$ cat src/hdl/rlf_ram.sv
`timescale 1ns / 1ps

module rlf_ram #(
  parameter int WIDTH = 8,
  parameter int DEPTH = 64
) (
  input  logic                     clk,
  input  logic                     we,
  input  logic [$clog2(DEPTH)-1:0] waddr,
  input  logic [WIDTH-1:0]         wdata,
  input  logic [$clog2(DEPTH)-1:0] raddr,
  output logic [WIDTH-1:0]         rdata
);

  logic [WIDTH-1:0] mem_r [DEPTH];
  logic [WIDTH-1:0] rdata_r;

  // one write port, one registered read port
  always_ff @(posedge clk) begin
    if (we) begin
      mem_r[waddr] <= wdata;
    end
    rdata_r <= mem_r[raddr];
  end

  assign rdata = rdata_r;

endmodule

$ cat config.mk
export PLATFORM = sky130hd
export DESIGN_NAME = rlf_ram
export DESIGN_NICKNAME = d
export VERILOG_FILES = /design/src/hdl/rlf_ram.sv
export SDC_FILE = /design/constraint.sdc
export NUM_CORES = 1
export LEC_CHECK = 0
export BUFFER_PORTS_ARGS = -buffer_cell sky130_fd_sc_hd__buf_2
export CAP_MARGIN = 25
export CORE_MARGIN = 10
export CORE_UTILIZATION = 62
export CTS_CLUSTER_DIAMETER = 200
export CTS_CLUSTER_SIZE = 30
export DETAILED_ROUTE_END_ITERATION = 8
export GPL_TIMING_DRIVEN = 1
export HOLD_SLACK_MARGIN = 0.12
export PLACE_DENSITY = 0.79
export SYNTH_ARGS = -nofsm -noshare
export SYNTH_HDL_FRONTEND = slang
export SYNTH_SLANG_ARGS = --single-unit
$ cat constraint.sdc
create_clock -name clk -period 2.4 [get_ports clk]
set_input_delay 0.48 -clock clk [delete_from_list [all_inputs] [get_ports clk]]
set_output_delay 0.48 -clock clk [all_outputs]
set_load 0.03 [all_outputs]
==> results of run 1 <==
[metrics by stage]
stage / power [mW] / std cells / utilization (%) / hold WS [ns]
global placement: 11.3 / 1499 / 68.5 / 0.832
floorplan: 10.8 / 940 / - / 0.579
finish: 15.4 / 1536 / 70.4 / 0.338
detailed placement: 11.3 / 1499 / 68.5 / 0.837
CTS: 15.4 / 1536 / 70.4 / 0.320
global route: 15.8 / 1536 / 70.4 / 0.344
[final timing paths]
| kind | from | end | slack (ns) | cells after the start |
|---|---|---|---|---|
| worst max-delay path | mem_r[21][6] | rdata[6] | 0.35 | 5 |
| worst min-delay path | raddr[5] | rdata[1] | 0.34 | 3 |
| worst max register to register | mem_r[21][6] | rdata[6] | 0.35 | 5 |
| worst min register to register | mem_r[30][6] | rdata[6] | 0.87 | 3 |
[critical path, delay by kind of cell (launching register included)]
kind | cells | cell delay (ns)
DFF | 1 | 0.40
muxes | 2 | 0.75
AOI/OAI and AO/OA | 2 | 0.42
and+or+nand+nor | 1 | 0.36
[cells in the final DEF, fill, tap and decap left out, types with 3 or more instances in the layout]
cell / count
a211oi_1: 4
a21oi_1: 3
a221oi_1: 6
a22oi_1: 3
buf_12: 11
buf_2: 26
buf_4: 137
clkbuf_1: 15
clkbuf_16: 21
dfxtp_1: 8
edfxtp_1: 512
mux2_2: 13
mux2i_1: 23
mux4_2: 126
nand2_1: 19
nand2b_1: 7
nand3_1: 13
nand3b_1: 3
nor2_1: 83
nor2b_1: 14
nor3_1: 7
o2111ai_1: 3
o221ai_1: 8
o22ai_1: 8
o2bb2ai_1: 3
[registers in the layout (all words and copies together) (netlist names)]
name   cells
rdata      8
mem_r    512
[power breakdown]
part           switching, mW  internal [mW]  leakage, nW  total [mW]
clock                   2.55           1.70        0.286        4.26
sequential            0.0348           10.0         4.67        10.1
combinational          0.610          0.424         2.20        1.03
[logic make-up (layout without fill, tap and decap cells)]
group	count (synthesis)	in the layout	share of synthesized area, %
compound gates	54	54	2.07
buf+inv	51	212	1.57
flops	520	520	77.0
mux	162	162	15.9
simple gates	153	153	3.39
[cell type report]
class | count | area share, %
Clock buffer | 36 | 2.60
Multi-Input combinational cell | 369 | 19.3
Tap cell | 435 | 2.43
Clock inverter | 1 | 0.0894
Timing Repair Buffer | 175 | 6.22
Sequential cell | 520 | 69.4
[per-layer routing]
| metal | vias up | track usage, % |
|---|---|---|
| met5 | - | 0 |
| met3 | 67 | 2.79 |
| met1 | 5168 | 30.1 |
| met2 | 505 | 35.1 |
| li1 | 4185 | - |
| met4 | 0 | 5.41 |
==> impl_metrics.ini, run 1 <==
[drt]
routed_wirelength_mm = 43.1
wl_met3_mm = 3.66
vias = 9925
first_iter_violations = 1273
drc = 0
drt-wirelength-per-cell_um = 28.1
wl_met1_mm = 16.8
avgViaCountPerCell = 6.46
postRouteAntennaNets = 0
drt_first_pass_iters = 6
top_layer_used = met4
wl_met2_mm = 21.6

[yosys]
synth_area_leaders = edfxtp_1 76%, mux4_2 14%, nor2_1 1.5%, mux2i_1 1.1%, dfxtp_1 0.79%
yosys.area.top_type = edfxtp_1
synthesis.nets = 962
yosysSeqAreaShare_pct = 77.0
synth_top_area_share_pct = 76.2
ys_ff_latch = 520
synth_edf_count = 512
yosysUniqueCellTypes = 40
yosysMostFrequentCell = edfxtp_1
synth_ff_type = edfxtp_1
yosysWarningCount = 0
synth_cells = 940
ys_async_sr_fraction_pct = 0
synth_area_per_cell_um2 = 21.5
syn_area_mm2 = 0.0202
ys_top_cells_by_count = 512 x edfxtp_1, 126 x mux4_2, 83 x nor2_1, 23 x mux2i_1, 19 x nand2_1

[floorplanning]
core_mm2 = 0.0318
die_x_um = 200
fp.dieH_um = 200
rows = 65
start_util_pct = 63.4
floorplan.die_area_mm2 = 0.0401
io_pins = 30

[cells_and_area]
nets = 1109
drive_gt1_share_pct = 30.7
multi_input_area_mm2 = 0.00432
fillers = 1875
antennaDiodeCount = 0
synthToLayoutAreaGrowth_pct = 11.0
seqCellArea_mm2 = 0.0155
design_area_mm2 = 0.0224

[power]
p_leak_nw = 7.16
ir_drop_uv = 613
pwr_density_cell_mw_per_mm2 = 686

[clock_tree]
clockRootBuffer = clkbuf_16
clk_pin_slew_ns = 0.11
clockBufferDepth = 3
numCtsBuffers = 21
cts_resized = 0
cts_tree = built
cts_hold_buf = 0
post_cts_buffers = 0
worstSkewPairLatency_ns = 0.55
clock_sinks = 520
htreeDepth = 1

[sta]
relSlewSlack_pct = 49.6
rsz0062_at_grt = false
setup_viol = 0
finalHoldViolations = 0
layout_setup_ws_ns = 0.352
fin_skew_ns = 0.0216
finalCritPeriodShare_pct = 85.3
max_freq_mhz = 488
slew_violations = 0
worst_pin_slew_ns = 0.756
fin_tns_setup_ns = 0
period_minus_slack_ns = 2.05

[grt]
antenna_found_initial = 0
grt_overflow = 0
grt_max_degree = 65
grt_pass1_wl_mm = 65.0
track_usage_pct = 21.4
grt_pass1_vias = 10113

[worst_setup_path]
cpPeakStageDelay_ns = 0.48
critPathRequiredTime_ns = 2.83
cp_cell_sequence = mux4_2 -> mux2_2 -> o221a_2 -> nor3_1 -> o32ai_1
cp-start-kind = flip-flop
worst-setup-path-type = flip-flop to flip-flop
slowest_stage = mux4_2
cp_max_fo = 1
end_kind = flip-flop
arrival_ns = 2.48

[place]
place_ws_ns = -0.206
place.gp.congestion = 0.872
dp_hpwl_mm = 28.1
dpl-instance-area_mm2 = 0.0218
portBuffers = 29

[outcome]
status = complete, no violations

[job]
cap_violations = 0

[min_path]
min_path_type = input pin to flip-flop
(Power assumes the default switching activity.)
==> inputs of run 2 (changes only) <==
--- a/config.mk
+++ b/config.mk
@@ -8,13 +8,13 @@
 export BUFFER_PORTS_ARGS = -buffer_cell sky130_fd_sc_hd__buf_2
 export CAP_MARGIN = 25
 export CORE_MARGIN = 10
-export CORE_UTILIZATION = 62
+export CORE_UTILIZATION = 55
 export CTS_CLUSTER_DIAMETER = 200
 export CTS_CLUSTER_SIZE = 30
 export DETAILED_ROUTE_END_ITERATION = 8
 export GPL_TIMING_DRIVEN = 1
 export HOLD_SLACK_MARGIN = 0.12
-export PLACE_DENSITY = 0.79
+export PLACE_DENSITY = 0.71
 export SYNTH_ARGS = -nofsm -noshare
 export SYNTH_HDL_FRONTEND = slang
 export SYNTH_SLANG_ARGS = --single-unit
==> impl_metrics.ini, run 2 (same netlist as run 1, synthesis figures left out) <==
[worst_setup_path]
cp-start-kind = input pin
cp_max_fo = 15
critPathRequiredTime_ns = 2.80
arrival_ns = 2.72
end_kind = flip-flop
worst-setup-path-type = input pin to flip-flop

[sta]
max_freq_mhz = 432
relSlewSlack_pct = 52.2
layout_setup_ws_ns = 0.0862
setup_viol = 0
period_minus_slack_ns = 2.31
hold_slack_ns = 0.157
worst_pin_slew_ns = 0.717
rsz0062_at_grt = false
finalHoldViolations = 0
slew_violations = 0
fin_skew_ns = 0.0253
finalCritPeriodShare_pct = 96.4

[job]
cap_violations = 0

[power]
p_seq_share_pct = 65.2
internal-power_mw = 12.2
pwr_density_cell_mw_per_mm2 = 685
ir_drop_uv = 574
p_leak_nw = 7.22
totalPowerFinal_mw = 15.5
clkPwrFrac_pct = 27.9
p_switching_mw = 3.26
power_frac_comb_pct = 7.0
switching_share_pct = 21.1

[place]
dpl-instance-area_mm2 = 0.0220
dp_hpwl_mm = 30.5
portBuffers = 29
place.gp.congestion = 0.832
place_ws_ns = -0.462

[cells_and_area]
nets = 1118
largest_register_ffs = 512
drive_gt1_share_pct = 31.3
mostFrequentLayoutCells = 512 x edfxtp_1, 141 x buf_4, 126 x mux4_2
synthToLayoutAreaGrowth_pct = 11.9
design_area_mm2 = 0.0226
regMostFlops = mem_r
final_util_pct = 61.9
antennaDiodeCount = 0
layout_commonest_cell = edfxtp_1

[grt]
grt_use_met2_pct = 34.1
antenna_found_initial = 1
grt_overflow = 0
use_met1_pct = 28.3
met3_usage_pct = 2.96
grt_pass1_wl_mm = 67.7
grt_pass1_vias = 10188
top_usage_layer = met2
track_usage_pct = 20.5
grt_max_degree = 41

[drt]
drc = 0
postRouteAntennaNets = 0
routed_wirelength_mm = 45.3
first_iter_violations = 1013
drt-wirelength-per-cell_um = 28.7
drt_first_pass_iters = 5
vias = 9914
avgViaCountPerCell = 6.28

[clock_tree]
htreeDepth = 1
numCtsBuffers = 21
clockRootBuffer = clkbuf_16
clockBufferDepth = 3
clock_sinks = 520
cts_resized = 0
cts_tree = built
cts_hold_buf = 0
post_cts_buffers = 0
worstSkewPairLatency_ns = 0.57
clk_pin_slew_ns = 0.11

[floorplanning]
fp.dieH_um = 211
core_mm2 = 0.0364
rows = 70
io_pins = 30
floorplan.die_area_mm2 = 0.0447
start_util_pct = 55.4
die_x_um = 211

[outcome]
status = complete, no violations

[min_path]
min_path_type = input pin to flip-flop
run 2: path summary, 6_finish.rpt:
| kind | startpoint | endpoint | slack, ns | depth (start not counted) |
|---|---|---|---|---|
| worst max register to register | mem_r[55][7] | rdata[7] | 0.22 | 4 |
| worst max-delay path | raddr[0] | rdata[7] | 0.09 | 6 |
| worst min-delay path | wdata[5] | mem_r[50][5] | 0.16 | 1 |
| worst min register to register | mem_r[30][6] | rdata[6] | 0.86 | 3 |
run 2: worst max-delay path, cell delays in order:
cell and delay (ns):
clkbuf_8 0.24, buf_4 0.28, mux4_2 0.56, mux4_2 0.48
o21ai_0 0.50, nand2_1 0.17
run 2: final cells by class:
cell class / count / area (µm²)
sequential: 520 / 15500
fill: 2504 / 13900
timing repair buffer: 184 / 1520
multi-input combinational: 369 / 4320
tap: 468 / 586
clock buffer: 36 / 582
clock inverter: 2 / 28.8
run 2: metrics by stage:
stage	setup TNS [ns]	std cells
after floorplan	0	940
after global placement	-0.993	1541
after detailed placement	-1.22	1541
after CTS	0	1579
after global routing	0	1579
final	0	1579
run 2: layer usage:
layer / wire length, µm / share of wire [%] / vias to the layer above
met4: 1140 / 2.5 / 0
met3: 3240 / 7.2 / 59
met2: 22600 / 50 / 404
met1: 18300 / 40 / 5240
li1: - / - / 4211
met5: 0 / 0 / -
run 2: power groups by stage:
stage	Sequential, mW	Clock (mW)	Combinational (mW)
finish	10.1	4.31	1.07
global route	10.1	4.67	1.14
CTS	10.1	4.38	1.08
detailed placement	10.3	0	1.08
global placement	10.3	0	1.06
floorplan	10.3	0	0.536
